===== src/design/folding_time_histogram_defines.svh =====
// Assertion macros used by the folding time histogram top level.
`ifndef FOLDING_TIME_HISTOGRAM_DEFINES_SVH
`define FOLDING_TIME_HISTOGRAM_DEFINES_SVH

// Same-cycle implication, sampled on clk and idle while arst_n is low.
`define FTH_ASSERT_NOW(label, ante, cons, msg) \
	label: assert property (@(posedge clk) disable iff (!arst_n) (ante) |-> (cons)) \
		else $error(msg);

// Next-cycle implication, sampled on clk and idle while arst_n is low.
`define FTH_ASSERT_NEXT(label, ante, cons, msg) \
	label: assert property (@(posedge clk) disable iff (!arst_n) (ante) |=> (cons)) \
		else $error(msg);

`endif


===== src/design/fth_pkg.sv =====
// Types, constants and codes shared by the folding time histogram modules.
package fth_pkg;

	localparam int NUM_BINS = 1024;
	localparam int VALUE_FRAC_BITS = 16;
	localparam int IDX_W = $clog2(NUM_BINS);
	localparam int HALF_BINS = NUM_BINS / 2;
	localparam int VAL_W = 48;
	localparam int FIELD_IDX_W = 10;
	localparam int CFG_DATA_W = 23;
	localparam int CFG_IDX_W = 1;
	localparam int QUEUE_DEPTH = 2;
	localparam int DIV_Q_W = 48;
	localparam int DIV_D_W = 64;
	localparam int DIV_N_W = 64 + VALUE_FRAC_BITS;
	localparam int RES_W = DIV_Q_W + 1;
	localparam logic [31:0] RESET_WIDTH = 32'd1024;

	localparam logic KIND_READ = 1'b1;
	localparam logic [CFG_IDX_W-1:0] CFG_INIT_WIDTH = 1'd0;
	localparam logic [CFG_IDX_W-1:0] CFG_ENABLED = 1'd1;

	typedef enum logic [1:0] {
		ST_ADDED    = 2'd0,
		ST_DISABLED = 2'd1,
		ST_BAD      = 2'd2,
		ST_READ     = 2'd3
	} status_t;

	typedef struct packed {
		logic               kind;
		logic [31:0]        start_time;
		logic [31:0]        end_time;
		logic signed [31:0] sample_value;
		logic [9:0]         read_index;
	} in_word_t;

	typedef struct packed {
		status_t            status;
		logic [9:0]         start_bin;
		logic [9:0]         bin_span;
		logic [5:0]         fold_count;
		logic [31:0]        bucket_width_now;
		logic signed [47:0] bin_value;
		logic               bin_valid;
		logic [9:0]         last_filled_bin;
	} out_word_t;

	typedef struct packed {
		logic               is_read;
		logic               bad;
		logic [31:0]        top;
		logic [31:0]        start_time;
		logic [31:0]        end_time;
		logic signed [31:0] sample_value;
		logic [9:0]         read_index;
	} cmd_t;

	typedef struct packed {
		logic                  we;
		logic [CFG_IDX_W-1:0]  index;
		logic [CFG_DATA_W-1:0] data;
	} cfg_t;

	typedef struct packed {
		logic               start;
		logic [DIV_N_W-1:0] num;
		logic [DIV_D_W-1:0] den;
		logic               neg;
	} div_req_t;

	typedef struct packed {
		logic                    done;
		logic signed [RES_W-1:0] res;
	} div_rsp_t;

	typedef struct packed {
		logic                    valid;
		logic signed [VAL_W-1:0] val;
	} bin_t;

	typedef enum logic [4:0] {
		B_SWEEP,
		B_IDLE,
		B_READ_WAIT,
		B_FOLD_TEST,
		B_FOLD_WALK,
		B_FOLD_CLR,
		B_DIV_LAST,
		B_DIV_FIRST,
		B_MUL_A,
		B_MUL_B,
		B_MUL_C,
		B_DIV_MID,
		B_DIV_AFIRST,
		B_DIV_ALAST,
		B_DIV_SINGLE,
		B_ADD_RD,
		B_ADD_WR,
		B_DONE
	} back_state_t;

	typedef enum logic [1:0] {
		PH_SINGLE,
		PH_FIRST,
		PH_LAST,
		PH_MID
	} add_phase_t;

endpackage


===== src/design/fth_front.sv =====
// Input stage: accepts words, classifies them and hands them to the queue.
module fth_front (
	input  logic             clk,
	input  logic             arst_n,
	input  logic             in_valid,
	output logic             in_ready,
	input  fth_pkg::in_word_t in_data,
	input  logic             hold,
	output logic             push_valid,
	input  logic             push_ready,
	output fth_pkg::cmd_t    push_cmd
);
	import fth_pkg::*;

	logic v_s1;
	cmd_t cmd_s1;

	assign in_ready = !hold && (!v_s1 || push_ready);
	assign push_valid = v_s1;
	assign push_cmd = cmd_s1;

	always_ff @(posedge clk or negedge arst_n) begin
		if (!arst_n) begin
			v_s1 <= 1'b0;
		end else if (in_valid && in_ready) begin
			v_s1 <= 1'b1;
		end else if (push_ready) begin
			v_s1 <= 1'b0;
		end
	end

	always_ff @(posedge clk) begin
		if (in_valid && in_ready) begin
			cmd_s1.is_read <= (in_data.kind == KIND_READ);
			cmd_s1.bad <= (in_data.end_time < in_data.start_time);
			cmd_s1.top <= (in_data.start_time > in_data.end_time) ?
				in_data.start_time : in_data.end_time;
			cmd_s1.start_time <= in_data.start_time;
			cmd_s1.end_time <= in_data.end_time;
			cmd_s1.sample_value <= in_data.sample_value;
			cmd_s1.read_index <= in_data.read_index;
		end
	end

endmodule


===== config.mk =====
export PLATFORM = sky130hd
export DESIGN_NAME = fth_front
export DESIGN_NICKNAME = d
export VERILOG_FILES = /design/src/design/folding_time_histogram_defines.svh /design/src/design/fth_pkg.sv /design/src/design/fth_front.sv
export SDC_FILE = /design/constraint.sdc
export NUM_CORES = 1
export LEC_CHECK = 0
export BUFFER_PORTS_ARGS = -buffer_cell sky130_fd_sc_hd__buf_2
export CAP_MARGIN = 25
export CORE_ASPECT_RATIO = 1.25
export CORE_UTILIZATION = 42
export DETAILED_ROUTE_END_ITERATION = 16
export GPL_ROUTABILITY_DRIVEN = 1
export PLACE_DENSITY_LB_ADDON = 0.15
export SYNTH_ARGS = -nofsm -noshare
export SYNTH_HDL_FRONTEND = slang
export SYNTH_SLANG_ARGS = --single-unit

===== constraint.sdc =====
create_clock -name clk -period 4.1 [get_ports clk]
set_input_delay 1.025 -clock clk [delete_from_list [all_inputs] [get_ports clk]]
set_output_delay 1.025 -clock clk [all_outputs]
set_load 0.01 [all_outputs]

==> impl_metrics.ini <==
[drt]
drt_first_pass_iters = 4
dr_wl_met3_um = 1160
wl_met1_um = 4400
ant_nets = 0
wl_um = 12100
wl_per_cell_um = 16.2
drt_first_iter_violations = 131
highest_layer = met4
drc = 0
viasPerCell = 4.74
met2WireLength_um = 6330
vias = 3558

[timing]
final-setup-viol-count = 0
rsz0062_at_grt = false
finalClockSkew_ns = 0.00871
fin_ws_ns = 0.974
finalCriticalPeriod_ns = 3.13
max_freq_mhz = 320
timing.final.crit_share_pct = 76.2
hold_violations = 0
final.setup.tns_ns = 0
tightest_slew_ns = 0.719
maxSlewViolCount = 0
slew_headroom_pct = 52.0

[floorplan]
row_count = 46
coreArea_um2 = 12700
die_h_um = 130
die_w_um = 104
die_area_um2 = 13500
ios = 254
initial_utilization_pct = 43.0

[yosys]
synth_edf_count = 140
avgSynthCellArea_um2 = 18.6
synth_cells = 295
synth.distinct_cells = 24
ys.flop_type = edfxtp_1
syn_area_um2 = 5480
synth_warnings = 0
synth_fp_nets = 439
synthArstFlopShare_pct = 0.709
seq_area_frac_synth_pct = 77.2
ys_ff_latch = 141

[clock_tree]
cts_buffers = 17
clock-sinks = 141
hold_buffers = 0
cts_setup_buffers = 0
clockBufferDepth = 2
cts_tree = done
root_buffer = clkbuf_16
clkTransAtPathRegs_ns = 0.06
ctsResizeCount = 0
clock_latency_ns = 0.41
h-tree-depth = 4

[grt]
track_usage_pct = 18.1
grt-ovfl-total = 0
grt_pass1_wl_um = 18100
grt_pass1_vias = 3555
antenna_found_initial = 1
grt_max_degree = 85

[pwr]
seq_power_share_pct = 47.7
power.density_nw_per_um2 = 469
p_leak_uw = 0.00327
p_sw_uw = 817
ir_worst_vdd_v = 0.000292
internal_power_uw = 2730
clkPwrFrac_pct = 42.8
combPwrFrac_pct = 9.5
switching_share_pct = 23.1

[critical_path]
startpoint_type = input port
path_class = in -> reg
crit_arrival_ns = 3.28
cp_max_fo = 16
rrSetupSlack_ns = 2.39
required_ns = 4.25
cp-end-kind = flop

[run]
drv_cap = 0

[placed_design]
placed_cell_area_um2 = 6960
dp_slack_ns = 0.552
place.detailed.hpwl_um = 9120
io_buffers = 253
gp_congestion = 0.767

[layout]
drive_gt1_share_pct = 50.3
final_cell_mix = buf_2, edfxtp_1, inv_1
final_nets = 712
syn2layout_area_growth_pct = 38.0
design_area_um2 = 7550
fillers = 1049
layout_commonest_cell = buf_2

[min_path]
hold_class = in -> async

[run_status]
status = finished clean
path summary, 6_finish.rpt:
kind	from	end	cells past startpoint
min in group clk	push_valid	push_valid	1
setup / recovery	in_data[55]	push_cmd[117]	10
setup reg to reg	push_valid	push_cmd[26]	3
hold / removal	arst_n	push_valid	1
hold reg to reg	push_valid	push_valid	1
max in group asynchronous	arst_n	push_valid	1
cells in the mapped netlist (2+ instances only):
library cell / instances / area [um2]
edfxtp_1: 140 / 4200
inv_1: 34 / 128
ha_1: 32 / 400
mux2_1: 32 / 360
a21oi_1: 16 / 80.1
nand4_1: 8 / 50.1
nand2_1: 6 / 22.5
o21ai_0: 4 / 20.0
a21o_1: 3 / 22.5
buf_6: 3 / 33.8
and2_1: 2 / 12.5
nand3_1: 2 / 10.0
nor3_1: 2 / 10.0
state kept, by name, summed over array words and instances, names as in the netlist:
signal      cells
push_cmd      140
push_valid      1
critical path: stages:
cell and delay [ns]:
buf_2 0.13, inv_1 0.05, ha_1 0.29, nand4_1 0.17, nor3_1 0.39, nand4_1 0.22, nand2b_1 0.23, a2bb2oi_4 0.15
buf_4 0.27, mux2_1 0.35
metal layers:
metal  vias to the layer above  track usage (%)
met5                         -                0
met3                        17             7.70
met2                       175             31.5
li1                       1680                -
met1                      1686             19.0
met4                         0             8.74
layout make-up:
cell class	count	area, um2	share of cell area [%]
Antenna cell	1	2.50	0.0331
Clock buffer	17	425	5.63
Clock inverter	15	164	2.17
Inverter	34	128	1.69
Multi-Input combinational cell	117	1090	14.4
Sequential cell	141	4230	56.0
Tap cell	168	210	2.78
Timing Repair Buffer	257	1310	17.3
power by group through the flow:
stage	combinational (uW)	clock, uW	sequential (uW)
final	338	1520	1690
after global routing	375	1600	1700
after CTS	344	1540	1690
after detailed placement	342	0	1720
after global placement	334	0	1720
after floorplan	136	0	1760
per-stage QoR:
stage          hold slack, ns  std cells  power, uW  util [%]
2_1_floorplan           0.537        295       1900         -
3_3_place_gp            0.483        717       2050      54.7
3_5_place_dp            0.495        717       2060      54.7
4_1_cts                 0.361        749       3570      59.4
5_1_grt                 0.357        750       3670      59.4
6_report                0.371        750       3540      59.4
cells by family (layout without fill, tap and decap cells):
group           count (synthesis)  in the layout  share of synthesized area, %
compound gates                 29             29                          3.43
fa+ha+maj                      32             32                          7.31
buf+inv                        37            323                          2.95
flops                         141            141                          77.2
mux                            32             32                          6.58
other cells                     0              1                             0
simple gates                   24             24                          2.49
Power figures use the tool's default switching activity.
