===== config.mk =====
export PLATFORM = sky130hd
export DESIGN_NAME = fth_queue
export DESIGN_NICKNAME = d
export VERILOG_FILES = /design/src/design/folding_time_histogram_defines.svh /design/src/design/fth_pkg.sv /design/src/design/fth_queue.sv
export SDC_FILE = /design/constraint.sdc
export NUM_CORES = 1
export LEC_CHECK = 0
export BUFFER_PORTS_ARGS = -buffer_cell sky130_fd_sc_hd__buf_2
export CAP_MARGIN = 15
export CORE_MARGIN = 2
export CORE_UTILIZATION = 55
export CTS_CLUSTER_DIAMETER = 100
export DETAILED_ROUTE_END_ITERATION = 8
export PLACE_DENSITY_LB_ADDON = 0.05
export SLEW_MARGIN = 25
export SYNTH_ARGS = -nofsm -noshare
export SYNTH_HDL_FRONTEND = slang
export SYNTH_SLANG_ARGS = --single-unit

===== constraint.sdc =====
create_clock -name clk -period 17.6 [get_ports clk]
set_clock_uncertainty 0.1 [all_clocks]
set_input_delay 2.64 -clock clk [delete_from_list [all_inputs] [get_ports clk]]
set_output_delay 2.64 -clock clk [all_outputs]
set_load 0.03 [all_outputs]

===== src/design/folding_time_histogram_defines.svh =====
// Assertion macros used by the folding time histogram top level.
`ifndef FOLDING_TIME_HISTOGRAM_DEFINES_SVH
`define FOLDING_TIME_HISTOGRAM_DEFINES_SVH

// Same-cycle implication, sampled on clk and idle while arst_n is low.
`define FTH_ASSERT_NOW(label, ante, cons, msg) \
	label: assert property (@(posedge clk) disable iff (!arst_n) (ante) |-> (cons)) \
		else $error(msg);

// Next-cycle implication, sampled on clk and idle while arst_n is low.
`define FTH_ASSERT_NEXT(label, ante, cons, msg) \
	label: assert property (@(posedge clk) disable iff (!arst_n) (ante) |=> (cons)) \
		else $error(msg);

`endif


===== src/design/fth_pkg.sv =====
// Types, constants and codes shared by the folding time histogram modules.
package fth_pkg;

	localparam int NUM_BINS = 1024;
	localparam int VALUE_FRAC_BITS = 16;
	localparam int IDX_W = $clog2(NUM_BINS);
	localparam int HALF_BINS = NUM_BINS / 2;
	localparam int VAL_W = 48;
	localparam int FIELD_IDX_W = 10;
	localparam int CFG_DATA_W = 23;
	localparam int CFG_IDX_W = 1;
	localparam int QUEUE_DEPTH = 2;
	localparam int DIV_Q_W = 48;
	localparam int DIV_D_W = 64;
	localparam int DIV_N_W = 64 + VALUE_FRAC_BITS;
	localparam int RES_W = DIV_Q_W + 1;
	localparam logic [31:0] RESET_WIDTH = 32'd1024;

	localparam logic KIND_READ = 1'b1;
	localparam logic [CFG_IDX_W-1:0] CFG_INIT_WIDTH = 1'd0;
	localparam logic [CFG_IDX_W-1:0] CFG_ENABLED = 1'd1;

	typedef enum logic [1:0] {
		ST_ADDED    = 2'd0,
		ST_DISABLED = 2'd1,
		ST_BAD      = 2'd2,
		ST_READ     = 2'd3
	} status_t;

	typedef struct packed {
		logic               kind;
		logic [31:0]        start_time;
		logic [31:0]        end_time;
		logic signed [31:0] sample_value;
		logic [9:0]         read_index;
	} in_word_t;

	typedef struct packed {
		status_t            status;
		logic [9:0]         start_bin;
		logic [9:0]         bin_span;
		logic [5:0]         fold_count;
		logic [31:0]        bucket_width_now;
		logic signed [47:0] bin_value;
		logic               bin_valid;
		logic [9:0]         last_filled_bin;
	} out_word_t;

	typedef struct packed {
		logic               is_read;
		logic               bad;
		logic [31:0]        top;
		logic [31:0]        start_time;
		logic [31:0]        end_time;
		logic signed [31:0] sample_value;
		logic [9:0]         read_index;
	} cmd_t;

	typedef struct packed {
		logic                  we;
		logic [CFG_IDX_W-1:0]  index;
		logic [CFG_DATA_W-1:0] data;
	} cfg_t;

	typedef struct packed {
		logic               start;
		logic [DIV_N_W-1:0] num;
		logic [DIV_D_W-1:0] den;
		logic               neg;
	} div_req_t;

	typedef struct packed {
		logic                    done;
		logic signed [RES_W-1:0] res;
	} div_rsp_t;

	typedef struct packed {
		logic                    valid;
		logic signed [VAL_W-1:0] val;
	} bin_t;

	typedef enum logic [4:0] {
		B_SWEEP,
		B_IDLE,
		B_READ_WAIT,
		B_FOLD_TEST,
		B_FOLD_WALK,
		B_FOLD_CLR,
		B_DIV_LAST,
		B_DIV_FIRST,
		B_MUL_A,
		B_MUL_B,
		B_MUL_C,
		B_DIV_MID,
		B_DIV_AFIRST,
		B_DIV_ALAST,
		B_DIV_SINGLE,
		B_ADD_RD,
		B_ADD_WR,
		B_DONE
	} back_state_t;

	typedef enum logic [1:0] {
		PH_SINGLE,
		PH_FIRST,
		PH_LAST,
		PH_MID
	} add_phase_t;

endpackage


===== src/design/fth_queue.sv =====
// Short command queue between the input stage and the bin engine.
module fth_queue (
	input  logic          clk,
	input  logic          arst_n,
	input  logic          push_valid,
	output logic          push_ready,
	input  fth_pkg::cmd_t push_cmd,
	output logic          pop_valid,
	input  logic          pop_ready,
	output fth_pkg::cmd_t pop_cmd
);
	import fth_pkg::*;

	localparam int PTR_W = (QUEUE_DEPTH > 1) ? $clog2(QUEUE_DEPTH) : 1;
	localparam int CNT_W = $clog2(QUEUE_DEPTH + 1);

	cmd_t             entry_q [QUEUE_DEPTH];
	logic [PTR_W-1:0] wr_ptr_q;
	logic [PTR_W-1:0] rd_ptr_q;
	logic [CNT_W-1:0] count_q;
	logic             do_push;
	logic             do_pop;

	assign push_ready = (count_q != CNT_W'(QUEUE_DEPTH));
	assign pop_valid = (count_q != '0);
	assign pop_cmd = entry_q[rd_ptr_q];
	assign do_push = push_valid && push_ready;
	assign do_pop = pop_valid && pop_ready;

	always_ff @(posedge clk or negedge arst_n) begin
		if (!arst_n) begin
			wr_ptr_q <= '0;
			rd_ptr_q <= '0;
			count_q <= '0;
		end else begin
			if (do_push) begin
				wr_ptr_q <= (wr_ptr_q == PTR_W'(QUEUE_DEPTH - 1)) ? '0 : wr_ptr_q + 1'b1;
			end
			if (do_pop) begin
				rd_ptr_q <= (rd_ptr_q == PTR_W'(QUEUE_DEPTH - 1)) ? '0 : rd_ptr_q + 1'b1;
			end
			if (do_push && !do_pop) begin
				count_q <= count_q + 1'b1;
			end else if (do_pop && !do_push) begin
				count_q <= count_q - 1'b1;
			end
		end
	end

	always_ff @(posedge clk) begin
		if (do_push) begin
			entry_q[wr_ptr_q] <= push_cmd;
		end
	end

endmodule


==> impl_metrics.yaml <==
synth:
  ys_types: 16
  synth_area_leaders: "edfxtp_1 79%, mux2_4 13%, mux2_2 5.3%"
  yosysTopAreaCellShare_pct: 78.8
  yosys_warnings: 0
  synth_seq_cells: 284
  syn_area_um2: 10700
  syn_nets: 599
  synth.avg_cell_area_um2: 23.5
  synth_cells: 454
  yosys.area.top_type: "edfxtp_1"
  seq_area_frac_synth_pct: 79.7
power_and_ir_drop:
  powerDensity_nw_per_um2: 185
  peakVddDrop_uv: 132
  p_leak_nw: 5.21
placement:
  place_inst: 988
  dp_hpwl_um: 12700
  io_buffers: 285
  place.gp.congestion: 0.737
floorplan:
  core_um2: 18900
  start_util_pct: 56.5
  rows: 50
  die_y_um: 143
  dieWidth_um: 143
  die_area_um2: 20500
  pin_count: 286
detailed_routing:
  drt-pass1-iter-count: 4
  antenna_left: 0
  drtIter0Drc: 257
  wl_per_cell_um: 18.4
  vias: 5216
  routed_wirelength_um: 19200
  drc: 0
  viasPerCell: 5.01
finish:
  fin_cells: 1042
  final_nets: 903
  multi_input_area_um2: 2020
  area_growth_syn_to_layout_pct: 23.7
  final-seq-area_um2: 8510
  mostFrequentLayoutCell: "buf_2"
  drive_gt1_share_pct: 60.5
  layout_common_cells: "285 x buf_2, 280 x edfxtp_1, 90 x mux2_4, 50 x mux2_2, 29 x clkbuf_16"
  fill_cells: 1269
timing:
  max_freq_mhz: 184
  whs_ps: 417
  hold_violations: 0
  final_max_slew_viol_count: 0
  rsz0062_at_grt: "false"
  finalSetupViolCount: 0
  layout_min_cycle_time_ps: 5430
  min_period_over_period_pct: 30.9
  maxSlewHeadroom_pct: 30.9
  worstMarginPinSlew_ps: 1040
  tns_ps: 0
hold_path:
  hp-class: "reg2reg"
  hold_path_depth: 1
global_route:
  grt_max_degree: 75
  grt_pass1_vias: 5396
  grt_overflow: 0
  grt_pass1_wl_um: 27900
  antenna_found_initial: 3
  grt.total_usage_pct: 17.8
clock_network:
  tritoncts: "done"
  clkSinkCount: 284
  clk_pin_slew_ps: 60
  cts_buffers: 28
  clock_latency_ps: 520
  ctsHoldBuffers: 0
  cts_buffer_depth: 3
  cts.repair.resized: 0
  post-cts-setup-buffers: 0
  cts_max_level: 1
  cts-root-buf: "clkbuf_16"
worst_setup_path:
  worstPathRequired_ps: 14860
  worst_setup_path_end_kind: "output pin"
  r2r_slack_ps: 14680
  start_kind: "register"
  worstPathArrival_ps: 2690
  setup.worst_path.class: "reg2out"
  worstRegToRegCells: 3
  crit_fanout: 58
status:
  status: "finished, final reports clean"
job:
  drv_cap: 0
routing by layer:
| layer | up-vias | share of wire [%] | GRT usage, % |
|---|---|---|---|
| li1 | 2420 | - | - |
| met1 | 2551 | 39 | 21.8 |
| met2 | 209 | 50 | 30.8 |
| met3 | 34 | 8.4 | 5.37 |
| met4 | 2 | 2.2 | 5.37 |
| met5 | - | 0.036 | 0 |
worst paths after layout:
kind,startpoint,endpoint
min in group asynchronous,arst_n,count_q[1]
max in group asynchronous,arst_n,rd_ptr_q
worst min register to register,count_q[1],count_q[1]
worst max-delay path,rd_ptr_q,pop_cmd[121]
worst min-delay path,count_q[1],count_q[1]
worst max register to register,count_q[0],entry_q[1][1]
kinds of logic after synthesis:
group                      count (synthesis)  share of synthesized area [%]
and+or+nand+nor                            7                          0.317
buffers and inverters                     17                           1.47
DFF                                      284                           79.7
muxes                                    140                           17.9
adders and majority gates                  1                          0.117
xor gates and xnor gates                   5                          0.411
flip-flops by register name, summed over array words and instances (netlist names):
signal	count
count_q	2
entry_q	280
rd_ptr_q	1
wr_ptr_q	1
power by group:
part | internal [W] | switching, W
Clock | 0.000329 | 0.000229
Combinational | 0.000336 | 0.000571
Sequential | 0.000928 | 0.0000475
through the flow:
step / total power, W / utilization (%) / worst slack (ps) / cell area [µm²]
floorplan: 0.00172 / - / 8300 / 10700
global placement: 0.00189 / 65.2 / 12610 / 12300
detailed placement: 0.00191 / 65.2 / 12550 / 12300
CTS: 0.00246 / 69.8 / 12120 / 13200
global route: 0.00254 / 69.9 / 12020 / 13200
finish: 0.00244 / 69.9 / 12170 / 13200
cell type report:
| type | instances | share of cell area [%] |
|---|---|---|
| Antenna cell | 2 | 0.0379 |
| Clock buffer | 42 | 6.09 |
| Clock inverter | 10 | 0.531 |
| Inverter | 1 | 0.0284 |
| Multi-Input combinational cell | 153 | 15.3 |
| Sequential cell | 284 | 64.5 |
| Tap cell | 260 | 2.46 |
| Timing Repair Buffer | 290 | 11.1 |
worst max-delay path, cell delays in order, from the launching register on:
cell and delay (ps):
dfrtp_4 680, buf_4 860, mux2_2 420, buf_2 180
cells in the mapped netlist:
library cell	instances
and3_1	1
buf_2	5
buf_6	10
buf_8	1
dfrtp_1	4
edfxtp_1	280
ha_1	1
inv_1	1
mux2_2	50
mux2_4	90
nand2_1	2
nand2b_1	1
nor2_1	2
or2_2	1
xnor2_1	3
xor2_1	2
(Power assumes the default switching activity.)
