$ cat src/design/folding_time_histogram_defines.svh
// Assertion macros used by the folding time histogram top level.
`ifndef FOLDING_TIME_HISTOGRAM_DEFINES_SVH
`define FOLDING_TIME_HISTOGRAM_DEFINES_SVH

// Same-cycle implication, sampled on clk and idle while arst_n is low.
`define FTH_ASSERT_NOW(label, ante, cons, msg) \
	label: assert property (@(posedge clk) disable iff (!arst_n) (ante) |-> (cons)) \
		else $error(msg);

// Next-cycle implication, sampled on clk and idle while arst_n is low.
`define FTH_ASSERT_NEXT(label, ante, cons, msg) \
	label: assert property (@(posedge clk) disable iff (!arst_n) (ante) |=> (cons)) \
		else $error(msg);

`endif

$ cat src/design/fth_pkg.sv
// Types, constants and codes shared by the folding time histogram modules.
package fth_pkg;

	localparam int NUM_BINS = 1024;
	localparam int VALUE_FRAC_BITS = 16;
	localparam int IDX_W = $clog2(NUM_BINS);
	localparam int HALF_BINS = NUM_BINS / 2;
	localparam int VAL_W = 48;
	localparam int FIELD_IDX_W = 10;
	localparam int CFG_DATA_W = 23;
	localparam int CFG_IDX_W = 1;
	localparam int QUEUE_DEPTH = 2;
	localparam int DIV_Q_W = 48;
	localparam int DIV_D_W = 64;
	localparam int DIV_N_W = 64 + VALUE_FRAC_BITS;
	localparam int RES_W = DIV_Q_W + 1;
	localparam logic [31:0] RESET_WIDTH = 32'd1024;

	localparam logic KIND_READ = 1'b1;
	localparam logic [CFG_IDX_W-1:0] CFG_INIT_WIDTH = 1'd0;
	localparam logic [CFG_IDX_W-1:0] CFG_ENABLED = 1'd1;

	typedef enum logic [1:0] {
		ST_ADDED    = 2'd0,
		ST_DISABLED = 2'd1,
		ST_BAD      = 2'd2,
		ST_READ     = 2'd3
	} status_t;

	typedef struct packed {
		logic               kind;
		logic [31:0]        start_time;
		logic [31:0]        end_time;
		logic signed [31:0] sample_value;
		logic [9:0]         read_index;
	} in_word_t;

	typedef struct packed {
		status_t            status;
		logic [9:0]         start_bin;
		logic [9:0]         bin_span;
		logic [5:0]         fold_count;
		logic [31:0]        bucket_width_now;
		logic signed [47:0] bin_value;
		logic               bin_valid;
		logic [9:0]         last_filled_bin;
	} out_word_t;

	typedef struct packed {
		logic               is_read;
		logic               bad;
		logic [31:0]        top;
		logic [31:0]        start_time;
		logic [31:0]        end_time;
		logic signed [31:0] sample_value;
		logic [9:0]         read_index;
	} cmd_t;

	typedef struct packed {
		logic                  we;
		logic [CFG_IDX_W-1:0]  index;
		logic [CFG_DATA_W-1:0] data;
	} cfg_t;

	typedef struct packed {
		logic               start;
		logic [DIV_N_W-1:0] num;
		logic [DIV_D_W-1:0] den;
		logic               neg;
	} div_req_t;

	typedef struct packed {
		logic                    done;
		logic signed [RES_W-1:0] res;
	} div_rsp_t;

	typedef struct packed {
		logic                    valid;
		logic signed [VAL_W-1:0] val;
	} bin_t;

	typedef enum logic [4:0] {
		B_SWEEP,
		B_IDLE,
		B_READ_WAIT,
		B_FOLD_TEST,
		B_FOLD_WALK,
		B_FOLD_CLR,
		B_DIV_LAST,
		B_DIV_FIRST,
		B_MUL_A,
		B_MUL_B,
		B_MUL_C,
		B_DIV_MID,
		B_DIV_AFIRST,
		B_DIV_ALAST,
		B_DIV_SINGLE,
		B_ADD_RD,
		B_ADD_WR,
		B_DONE
	} back_state_t;

	typedef enum logic [1:0] {
		PH_SINGLE,
		PH_FIRST,
		PH_LAST,
		PH_MID
	} add_phase_t;

endpackage

$ cat src/design/fth_divider.sv
// Radix-2 restoring divider giving a signed floor quotient, one bit per cycle.
module fth_divider (
	input  logic              clk,
	input  logic              arst_n,
	input  fth_pkg::div_req_t req,
	output fth_pkg::div_rsp_t rsp
);
	import fth_pkg::*;

	localparam int CNT_W = $clog2(DIV_Q_W);

	logic               busy_q;
	logic               done_q;
	logic [CNT_W-1:0]   cnt_q;
	logic [DIV_D_W-1:0] rem_q;
	logic [DIV_D_W-1:0] den_q;
	logic [DIV_Q_W-1:0] num_q;
	logic [DIV_Q_W-1:0] quo_q;
	logic               neg_q;
	logic [DIV_D_W:0]   trial;
	logic               fits;
	logic signed [RES_W-1:0] mag;

	assign trial = {rem_q, num_q[DIV_Q_W-1]};
	assign fits = (trial >= {1'b0, den_q});

	always_ff @(posedge clk or negedge arst_n) begin
		if (!arst_n) begin
			busy_q <= 1'b0;
			done_q <= 1'b0;
			cnt_q <= '0;
		end else begin
			done_q <= 1'b0;
			if (req.start) begin
				busy_q <= 1'b1;
				cnt_q <= '0;
			end else if (busy_q) begin
				cnt_q <= cnt_q + 1'b1;
				if (cnt_q == CNT_W'(DIV_Q_W - 1)) begin
					busy_q <= 1'b0;
					done_q <= 1'b1;
				end
			end
		end
	end

	always_ff @(posedge clk) begin
		if (req.start) begin
			rem_q <= DIV_D_W'(req.num[DIV_N_W-1:DIV_Q_W]);
			num_q <= req.num[DIV_Q_W-1:0];
			den_q <= req.den;
			neg_q <= req.neg;
			quo_q <= '0;
		end else if (busy_q) begin
			rem_q <= fits ? DIV_D_W'(trial - {1'b0, den_q}) : trial[DIV_D_W-1:0];
			quo_q <= {quo_q[DIV_Q_W-2:0], fits};
			num_q <= {num_q[DIV_Q_W-2:0], 1'b0};
		end
	end

	always_comb begin
		mag = $signed({1'b0, quo_q});
		rsp.done = done_q;
		if (neg_q) begin
			rsp.res = -mag - ((rem_q != '0) ? RES_W'(1) : RES_W'(0));
		end else begin
			rsp.res = mag;
		end
	end

endmodule

$ cat config.mk
export PLATFORM = sky130hd
export DESIGN_NAME = fth_divider
export DESIGN_NICKNAME = d
export VERILOG_FILES = /design/src/design/folding_time_histogram_defines.svh /design/src/design/fth_pkg.sv /design/src/design/fth_divider.sv
export SDC_FILE = /design/constraint.sdc
export NUM_CORES = 1
export LEC_CHECK = 0
export ABC_CLOCK_PERIOD_IN_PS = 6200
export BUFFER_PORTS_ARGS = -buffer_cell sky130_fd_sc_hd__buf_2
export CAP_MARGIN = 25
export CORE_MARGIN = 4
export CORE_UTILIZATION = 45
export DETAILED_ROUTE_END_ITERATION = 8
export PLACE_DENSITY = 0.67
export SLEW_MARGIN = 10
export SYNTH_ARGS = -nofsm -noshare
export SYNTH_HDL_FRONTEND = slang
export SYNTH_SLANG_ARGS = --single-unit
$ cat constraint.sdc
create_clock -name clk -period 6.2 [get_ports clk]
set_clock_uncertainty 0.15 [all_clocks]
set_input_delay 1.55 -clock clk [delete_from_list [all_inputs] [get_ports clk]]
set_output_delay 1.55 -clock clk [all_outputs]
set_load 0.01 [all_outputs]
==> out/results.ini, run 1 <==
[status]
status=finished clean

[synth]
yosys-top-cells-area=edfxtp_1 (26%), dfxtp_1 (9.6%), ha_1 (8.6%)
synth-main-ff-cell=edfxtp_1
synth_cell_types=75
synth_fp_nets=2091
ys_top_cells_by_count=nor2_1 (159), inv_1 (146), edfxtp_1 (145)
yosysMostFrequentCell=nor2_1
seq_area_frac_synth_pct=36.9
synth-seq-cells=233
ys_warn_count=0
synthCells=1827
syn_area_um2=16700
syn_avg_cell_area_um2=9.13
synth-edff-count=145
yosysTopAreaCell=edfxtp_1
synth_top_area_share_pct=26.1
async_flop_share_pct=3.43

[place]
portBuffers=197
dp_hpwl_mm=31.5
dpl_cell_area_um2=17900
gp_congestion=0.903
pre_cts_ws_ns=-0.128

[timing]
rsz0062_at_grt=yes
slew_headroom_pct=39.4
slew_violations=0
finalCritPeriodShare_pct=99.9
setup_ws_ns=0.00314
hold_viol_final=0
fmax_mhz=161
period_minus_slack_ns=6.20
max_slew.worst_pin.slew_ns=0.900
finalSetupViolCount=0

[detailed_routing]
drc=0
wl_per_cell_um=17.5
dr.pass1.iters=5
antenna_left=0
routed_wl_mm=43.5
vias=14100
drtIter0Drc=896
avgViaCountPerCell=5.67

[final_layout]
layout-drive-gt1-share_pct=21.0
nNetsFinal=2258
syn_to_final_growth_pct=16.3
design_area_um2=19400

[floorplanning]
fp.dieW_um=200
core-area_um2=36600
initial_utilization_pct=45.5
die_h_um=200
die_area_um2=40200
rows=70
pin_count=198

[worst_setup_path]
cp-start-kind=flip-flop
worstPathArrival_ns=4.50
end_kind=output pin
crit_chain=nor4_2 > nand4_1 > nor4_2 > buf_4 > ha_4 > ha_4 > inv_2 > ha_4 > o21bai_4 > a311oi_2 > nor3_2 > o21a_1 > and4bb_2 > o31ai_4 > buf_6 > a41oi_4 > o21bai_1 > xnor2_1 > mux2i_1 > buf_2
crit_path_frequent_cell=ha_4
cp.required_ns=4.50
crit_slowest_cell=edfxtp_1
cp_max_fo=3
crit_type=flip-flop to output pin
critical_path.max_stage_delay_ns=0.42

[cts]
root_buffer=clkbuf_16
clk_latency_ns=0.57
clock-sinks=233
clkTransAtPathRegs_ns=0.06
cts_tree=built
ctsHoldBuffers=0
numCtsBuffers=29
cts_buffer_depth=3
h-tree-depth=1

[grt]
grt_pass1_wl_mm=70.4
grt_max_degree=133
overflow=0
antenna_found_initial=5
grt_pass1_vias=13700
grt_util_all_layers_pct=20.6

[pwr]
sequentialPowerShare_pct=29.6
ir_worst_vdd_uv=264
power.switching_w=0.00297
p_sw_share_pct=39.8
leakage_nw=9.02
clkPwrFrac_pct=22.6
intPower_w=0.00449
comb_power_share_pct=47.8
powerDensity_nw_per_um2=385

[flow_run]
maxCapViolations=0

[hold_path]
hp-class=flip-flop to flip-flop

[logic make-up (layout without fill, tap and decap cells)]
group / after synthesis / count (layout) / synth area share, %
other: 0 / 2 / 0
muxes: 148 / 148 / 9.43
xor gates and xnor gates: 105 / 105 / 5.52
DFF: 233 / 233 / 36.9
AOI/OAI and AO/OA: 501 / 501 / 19.6
and+or+nand+nor: 478 / 478 / 13.7
buffers and inverters: 246 / 434 / 6.13
adders and majority gates: 116 / 116 / 8.75
[layout make-up]
type,count,area (um2)
tap,468,586
sequential,233,6160
multi-input combinational,1348,9790
fill,3383,17200
clock inverter,12,129
clock buffer,40,828
antenna,2,5.00
inverter,146,549
timing repair buffer,236,1340
[state kept, by name (all words and copies together), names as in the netlist]
name,flops
num_q,48
rem_q,64
neg_q,1
den_q,64
done_q,1
cnt_q,6
quo_q,48
busy_q,1
[timing repair]
| action | 4_1_cts | 5_1_grt |
|---|---|---|
| setup buffers | 12 | 12 |
| resized for setup | 31 | 28 |
| pin swaps | 20 | 19 |
| endpoints found under the setup margin | 20 | 19 |
[power groups by stage]
stage	Combinational, W	Clock (W)	Sequential, W
floorplan	0.00268	0	0.00214
global placement	0.00334	0	0.00218
detailed placement	0.00337	0	0.00220
CTS	0.00345	0.00174	0.00220
global route	0.00393	0.00180	0.00225
finish	0.00357	0.00168	0.00221
[stage by stage]
stage / util (%) / setup TNS [ns] / hold WS (ns) / power, W / instances
5_1_grt: 52.9 / -3.16 / 0.404 / 0.00798 / 2484
6_report: 52.9 / 0 / 0.369 / 0.00746 / 2485
3_5_place_dp: 49.0 / -0.226 / 0.351 / 0.00557 / 2408
3_3_place_gp: 49.0 / 0 / 0.343 / 0.00552 / 2408
2_1_floorplan: - / 0 / 0.325 / 0.00481 / 1827
4_1_cts: 52.3 / -0.0432 / 0.373 / 0.00739 / 2471
[critical path: cells and delay by family (launching register included)]
| family | cells | cell delay (ns) |
|---|---|---|
| simple gates | 5 | 1.32 |
| mux | 1 | 0.11 |
| buf+inv | 4 | 0.53 |
| flops | 1 | 0.42 |
| fa+ha+maj | 3 | 0.42 |
| compound gates | 6 | 0.99 |
| xor+xnor | 1 | 0.16 |
[metal layers]
metal / vias up / track usage (%) / part of all wire (%)
met3: 81 / 3.52 / 5.9
met1: 6679 / 28.3 / 45
li1: 6947 / - / -
met2: 387 / 33.8 / 46
met5: - / 0 / 0.051
met4: 6 / 5.58 / 2.5
[cell usage in the layout, fill, tap and decap left out, types with 7 or more instances in the layout]
master and count:
o21a_1 15, nand2b_1 15, edfxtp_1 145, o21bai_1 22, a21oi_2 10, nand4_1 38, nor4_2 7, mux2i_1 75
buf_2 195, dfrtp_1 7, mux2_2 72, a211oi_2 8, nor4_1 14, a211oi_1 31, xnor2_1 64, and2_1 10
a21oi_1 137, ha_1 112, clkbuf_16 30, buf_4 33, nor2b_1 17, nor2_1 159, o21ai_0 102, xor2_1 41
o31ai_1 9, nor3_1 22, a31oi_1 19, and3_1 13, inv_1 144, dfxtp_1 80, nand2_1 126, nand3_1 21
a21o_1 69
[final timing paths]
path / slack (ns) / cells after the start / end / from
setup / recovery: 0.003 / 20 / rsp[43] / rem_q[17]$_DFFE_PP_
hold / removal: 0.37 / 2 / rem_q[54]$_SDFFE_PP0P_ / rem_q[54]$_SDFFE_PP0P_
setup reg to reg: 1.93 / 12 / rem_q[41]$_SDFFE_PP0P_ / rem_q[17]$_DFFE_PP_
hold reg to reg: 0.37 / 2 / rem_q[54]$_SDFFE_PP0P_ / rem_q[54]$_SDFFE_PP0P_
max in group asynchronous: 5.02 / 1 / busy_q$_DFF_PN0_ / arst_n
min in group asynchronous: 0.68 / 1 / cnt_q[5]$_DFFE_PN0P_ / arst_n
(Power assumes the default switching activity.)
==> inputs of run 2 (changes only) <==
- REMOVE_ABC_BUFFERS: not set -> 1
==> run 2 against run 1 <==
The run now ends with negative setup slack left. Sequential share of layout area barely moved. Total power is 0.66% higher. Flip-flop and latch count unchanged. Global-route usage rose by 0.89 points. Combinational power is essentially flat. First-iteration DRC count increased by 2.2%. Register-to-register slack worse by 0.33 ns. Non-clock buffer count rose by 4. Largest power group unchanged.
==> out/results.ini, run 2 (same netlist as run 1, synthesis figures left out) <==
[status]
status=finished, violations left  ; was finished clean
violations=negative setup slack

[timing]
fmax_mhz=159  ; was 161 MHz
period_minus_slack_ns=6.28  ; was 6.20 ns
slew_headroom_pct=30.8  ; was 39.4%
setup_ws_ns=-0.0840  ; was 0.00314 ns
finalSetupTns_ns=-0.140  ; was 0 ns
hold_viol_final=0  ; unchanged
slew_violations=0  ; unchanged
rsz0062_at_grt=yes  ; unchanged
finalSetupViolCount=3  ; was 0
finalCritPeriodShare_pct=101  ; was 99.9%
timing.hold.ws_ns=0.364  ; was 0.369 ns
max_slew.worst_pin.slew_ns=1.04  ; was 0.900 ns

[detailed_routing]
routed_wl_mm=45.5  ; was 43.5 mm
drc=0  ; unchanged
vias=14100  ; about the same
antenna_left=0  ; unchanged
drtIter0Drc=916  ; was 896
dr.pass1.iters=5  ; unchanged
wl_per_cell_um=18.2  ; was 17.5 um
avgViaCountPerCell=5.67  ; about the same

[worst_setup_path]
worstPathArrival_ns=4.58  ; was 4.50 ns
end_kind=output pin  ; unchanged
cp-start-kind=flip-flop  ; unchanged
rrSetupSlack_ns=1.60  ; was 1.93 ns
cp.required_ns=4.50  ; about the same
crit_type=flip-flop to output pin  ; unchanged
rr_worst_depth=14  ; was 12
cp_max_fo=3  ; unchanged

[floorplanning]
fp.dieW_um=200  ; unchanged
pin_count=198  ; unchanged
initial_utilization_pct=45.5  ; unchanged
die_h_um=200  ; unchanged
die_area_um2=40200  ; unchanged
core-area_um2=36600  ; unchanged
rows=70  ; unchanged

[final_layout]
syn_to_final_growth_pct=16.2  ; was 16.3%
mostFrequentLayoutCell=buf_2  ; unchanged
layout-drive-gt1-share_pct=21.1  ; was 21.0%
top_regs=den_q: 64 flops, rem_q: 64 flops  ; unchanged
final_cell_mix=buf_2 (195), nor2_1 (159), edfxtp_1 (145)  ; unchanged
design_area_um2=19400  ; about the same
nNetsFinal=2261  ; was 2258

[place]
dp_hpwl_mm=33.7  ; was 31.5 mm
portBuffers=197  ; unchanged
gp_congestion=0.975  ; was 0.903
dpl_cell_area_um2=18100  ; was 17900 um2

[pwr]
powerDensity_nw_per_um2=388  ; was 385 nW/um2
ir_worst_vdd_uv=235  ; was 264 uV
power_w=0.00751  ; was 0.00746 W
leakage_nw=9.04  ; was 9.02 nW

[grt]
grt_pass1_wl_mm=71.9  ; was 70.4 mm
grt_util_all_layers_pct=21.5  ; was 20.6%
grt_max_degree=146  ; was 133
antenna_found_initial=19  ; was 5
grt_pass1_vias=13700  ; about the same
overflow=0  ; unchanged

[cts]
numCtsBuffers=28  ; was 29
root_buffer=clkbuf_16  ; unchanged
clk_latency_ns=0.57  ; about the same
cts_buffer_depth=3  ; unchanged
clock-sinks=233  ; unchanged
clkTransAtPathRegs_ns=0.06  ; about the same
ctsHoldBuffers=0  ; unchanged
cts_tree=built  ; unchanged
h-tree-depth=1  ; unchanged

[flow_run]
maxCapViolations=0  ; unchanged

[hold_path]
hp-class=flip-flop to flip-flop  ; unchanged
worstHoldPathCells=2  ; unchanged

[run 2: changes by cell type in the layout (fill, tap and decap cells not counted), moves of 2 or more]
cell / before / now
o21ai_1: 6 / 12
buf_6: 5 / 2
o21ai_2: 6 / 4
xnor2_1: 64 / 62
nor4_1: 14 / 18
clkbuf_1: 6 / 9
diode_2: 2 / 5
clkinv_1: 3 / 0
clkinvlp_4: 3 / 1
o21ai_0: 102 / 98
xnor2_2: 0 / 2
nor4_4: 4 / 1
buf_4: 33 / 40
[run 2: layout make-up]
class | instances | area (um2)
inverter | 146 | 549
sequential | 233 | 6160
tap | 468 | 586
clock buffer | 44 | 865
antenna | 5 | 12.5
multi-input combinational | 1348 | 9730
fill | 3419 | 17200
timing repair buffer | 240 | 1350
clock inverter | 8 | 123
[run 2: metal layers]
metal | share of wire [%] | up-vias | track usage [%]
li1 | - | 6951 | -
met1 | 45 | 6714 | 28.8
met2 | 46 | 353 | 34.8
met3 | 6.5 | 88 | 5.32
met4 | 2.6 | 28 | 5.95
met5 | 0.44 | - | 0
[run 2: repair_timing]
item | in CTS | in global routing
gates resized for setup | 30 | 23
setup endpoints to repair | 15 | 20
pin swaps | 23 | 24
setup buffers | 7 | 5
[run 2: stage by stage]
| stage | util [%] | std cells | setup WS [ns] |
|---|---|---|---|
| 2_1_floorplan | - | 1727 | 0.832 |
| 3_3_place_gp | 49.4 | 2426 | 0.0174 |
| 3_5_place_dp | 49.4 | 2426 | 0.00135 |
| 4_1_cts | 52.6 | 2484 | -0.130 |
| 5_1_grt | 52.9 | 2491 | -0.407 |
| 6_report | 52.9 | 2492 | -0.0840 |
[run 2: critical path: stages (launching register included)]
cell      delay [ns]
dfxtp_2         0.33
nor4_4          0.28
buf_4           0.16
nand4_1         0.23
nor4_2          0.34
buf_4           0.17
ha_4            0.13
ha_4            0.13
inv_2           0.04
ha_4            0.16
o21bai_4        0.13
a311oi_2        0.14
nor3_2          0.23
o21a_2          0.18
and4bb_2        0.26
o31ai_4         0.28
a41oi_2         0.20
o21ai_2         0.18
xor2_1          0.08
mux2_4          0.27
buf_6           0.12
[run 2: where the power goes]
| part | leakage (nW) | switching [W] | internal, W |
|---|---|---|---|
| registers | 2.23 | 0.000222 | 0.00196 |
| clock network | 0.480 | 0.000666 | 0.00108 |
| logic | 6.32 | 0.00208 | 0.00151 |
[run 2: final timing paths]
| check | from | endpoint |
|---|---|---|
| worst max-delay path | rem_q[60]$_SDFFE_PP0P_ | rsp[47] |
| worst min-delay path | quo_q[0]$_SDFFE_PP0P_ | quo_q[0]$_SDFFE_PP0P_ |
| worst max register to register | rem_q[0]$_DFFE_PP_ | rem_q[45]$_SDFFE_PP0P_ |
| worst min register to register | quo_q[0]$_SDFFE_PP0P_ | quo_q[0]$_SDFFE_PP0P_ |
| max in group asynchronous | arst_n | busy_q$_DFF_PN0_ |
| min in group asynchronous | arst_n | done_q$_DFF_PN0_ |
==> inputs of run 3 (changes only) <==
- ABC_CLOCK_PERIOD_IN_PS: 6200 -> not set
- MAX_ROUTING_LAYER: not set -> met4
- REMOVE_ABC_BUFFERS: 1 -> not set
==> run 3 against run 2 <==
The run now ends clean. Total power hardly changed. Die area stayed put. Combinational power is 1% lower. Critical path depth is 2 higher. Sequential share of layout area hardly changed. Final area is 0.15% higher. Clock power hardly changed. Hold slack worse by 0.012 ns. Critical endpoint unchanged. Highest routed layer is now met4.
==> out/results.ini, run 3 (same netlist as run 1, synthesis figures left out) <==
[worst_setup_path]
worstPathArrival_ns=4.40  ; was 4.58 ns
path_buf_inv=6  ; was 4
end_kind=output pin  ; unchanged
cp_max_fo=3  ; unchanged
crit_slowest_cell=dfxtp_4  ; was nor4_2
cp-start-kind=flip-flop  ; unchanged
critical_path.max_stage_delay_ns=0.36  ; was 0.34 ns
crit_family=simple AND/OR/NAND/NOR gates  ; unchanged
crit_type=flip-flop to output pin  ; unchanged
cp.required_ns=4.50  ; about the same
crit_chain=nor4_4 > buf_4 > nand4_1 > buf_4 > nor4_2 > buf_4 > ha_4 > ha_4 > inv_2 > ha_4 > o21bai_4 > a311oi_2 > nor3_2 > o21a_1 > and4bb_2 > o31ai_4 > buf_6 > a41oi_4 > o21ai_2 > xor2_1 > mux2_4 > buf_6  ; was nor4_4 > buf_4 > nand4_1 > nor4_2 > buf_4 > ha_4 > ha_4 > inv_2 > ha_4 > o21bai_4 > a311oi_2 > nor3_2 > o21a_2 > and4bb_2 > o31ai_4 > a41oi_2 > o21ai_2 > xor2_1 > mux2_4 > buf_6

[pwr]
leakage_nw=9.02  ; was 9.04 nW
power.switching_w=0.00296  ; about the same
comb_power_share_pct=47.2  ; was 47.7%
sequentialPowerShare_pct=29.4  ; was 29.1%
p_sw_share_pct=39.4  ; was 39.5%
intPower_w=0.00455  ; about the same
ir_worst_vdd_uv=290  ; was 235 uV
clkPwrFrac_pct=23.4  ; was 23.2%
powerDensity_nw_per_um2=387  ; was 388 nW/um2

[cts]
cts_buffer_depth=3  ; unchanged
ctsHoldBuffers=0  ; unchanged
clock-sinks=233  ; unchanged
clkTransAtPathRegs_ns=0.06  ; about the same
clk_latency_ns=0.57  ; about the same
h-tree-depth=1  ; unchanged
numCtsBuffers=28  ; unchanged
cts_tree=built  ; unchanged
root_buffer=clkbuf_16  ; unchanged

[timing]
slew_headroom_pct=32.8  ; was 30.8%
slew_violations=0  ; unchanged
timing.hold.ws_ns=0.352  ; was 0.364 ns
hold_viol_final=0  ; unchanged
max_slew.worst_pin.slew_ns=1.01  ; was 1.04 ns
rsz0062_at_grt=yes  ; unchanged
period_minus_slack_ns=6.10  ; was 6.28 ns
finalCritPeriodShare_pct=98.4  ; was 101%
finalSetupViolCount=0  ; was 3
fmax_mhz=164  ; was 159 MHz

[detailed_routing]
antenna_left=0  ; unchanged
vias=14000  ; was 14100
routed_wl_mm=42.8  ; was 45.5 mm
dr.pass1.iters=7  ; was 5
drtIter0Drc=796  ; was 916
avgViaCountPerCell=5.65  ; was 5.67
routed.top_layer=met4  ; was met5
drc=0  ; unchanged
dr_wl_met3_mm=2.76  ; was 2.96 mm
wl_met2_mm=19.9  ; was 20.8 mm
wl_per_cell_um=17.2  ; was 18.2 um
wirelength_met1_mm=19.1  ; was 20.3 mm

[grt]
overflow=0  ; unchanged
grt_pass1_wl_mm=69.9  ; was 71.9 mm
grt_util_all_layers_pct=21.1  ; was 21.5%
antenna_found_initial=5  ; was 19
grt_max_degree=103  ; was 146
grt_pass1_vias=13800  ; was 13700

[hold_path]
hp-class=flip-flop to flip-flop  ; unchanged

[final_layout]
final_cell_mix=buf_2 (195), nor2_1 (159), edfxtp_1 (145)  ; unchanged
top_regs=den_q: 64 flops, rem_q: 64 flops  ; unchanged
syn_to_final_growth_pct=16.4  ; was 16.2%
mostFrequentLayoutCell=buf_2  ; unchanged
layout-drive-gt1-share_pct=21.0  ; was 21.1%
nNetsFinal=2256  ; was 2261
fin_cells=2487  ; was 2492

[floorplanning]
die_area_um2=40200  ; unchanged
die_h_um=200  ; unchanged
fp.dieW_um=200  ; unchanged
core-area_um2=36600  ; unchanged
rows=70  ; unchanged
initial_utilization_pct=45.5  ; unchanged
pin_count=198  ; unchanged

[place]
dp_cells=2411  ; was 2426
dp_hpwl_mm=31.7  ; was 33.7 mm
gp_congestion=0.925  ; was 0.975
portBuffers=197  ; unchanged

[flow_run]
maxCapViolations=0  ; unchanged

[status]
status=finished clean  ; was finished, violations left

## run 3: area by class of cell
| class | count | area (um2) |
|---|---|---|
| inverter | 146 | 549 |
| timing repair buffer | 235 | 1320 |
| clock buffer | 30 | 708 |
| sequential | 233 | 6170 |
| tap | 468 | 586 |
| antenna | 5 | 12.5 |
| clock inverter | 22 | 280 |
| fill | 3325 | 17200 |
| multi-input combinational | 1348 | 9790 |
## run 3: timing repair
item / in CTS / in global routing
pin swaps: 18 / 18
buffers inserted: 9 / 12
gates resized for setup: 35 / 23
hold endpoints to repair: 0 / 0
setup endpoints to repair: 16 / 17
## run 3: path summary, 6_finish.rpt
kind / from / endpoint / slack (ns) / depth (start not counted)
worst min register to register: quo_q[0]$_SDFFE_PP0P_ / quo_q[0]$_SDFFE_PP0P_ / 0.35 / 2
worst max-delay path: rem_q[54]$_SDFFE_PP0P_ / rsp[47] / 0.1 / 22
max in group asynchronous: arst_n / busy_q$_DFF_PN0_ / 5.02 / 1
worst min-delay path: quo_q[0]$_SDFFE_PP0P_ / quo_q[0]$_SDFFE_PP0P_ / 0.35 / 2
min in group asynchronous: arst_n / done_q$_DFF_PN0_ / 0.68 / 1
worst max register to register: rem_q[11]$_DFFE_PP_ / rem_q[45]$_SDFFE_PP0P_ / 1.71 / 13
## run 3: tightest hold or removal path, stage by stage (launching register included)
cell	delay, ns
dfxtp_1	0.32
nor2_1	0.08
a211oi_1	0.05
## run 3: per-stage QoR
stage	area (um2)	setup WS, ns	util [%]	power (W)	TNS (ns)
finish	19400	0.0980	53.0	0.00751	0
global placement	17900	0.0507	49.0	0.00553	0
CTS	19200	0.0217	52.4	0.00746	0
detailed placement	17900	-0.0371	49.0	0.00556	-0.0371
floorplan	16700	0.832	-	0.00481	0
global route	19400	-0.184	53.0	0.00802	-0.909
## run 3: power groups by stage
stage               Sequential (W)  Combinational, W  Clock [W]
floorplan                  0.00214           0.00268          0
global placement           0.00218           0.00335          0
detailed placement         0.00220           0.00336          0
CTS                        0.00220           0.00345    0.00181
global route               0.00224           0.00390    0.00188
finish                     0.00221           0.00354    0.00176
## run 3: layer usage
layer  up-vias  global-route usage, %
li1       6952                      -
met1      6648                   27.3
met2       381                   34.4
met3        65                   4.12
met4         0                   5.31
met5         -                      -
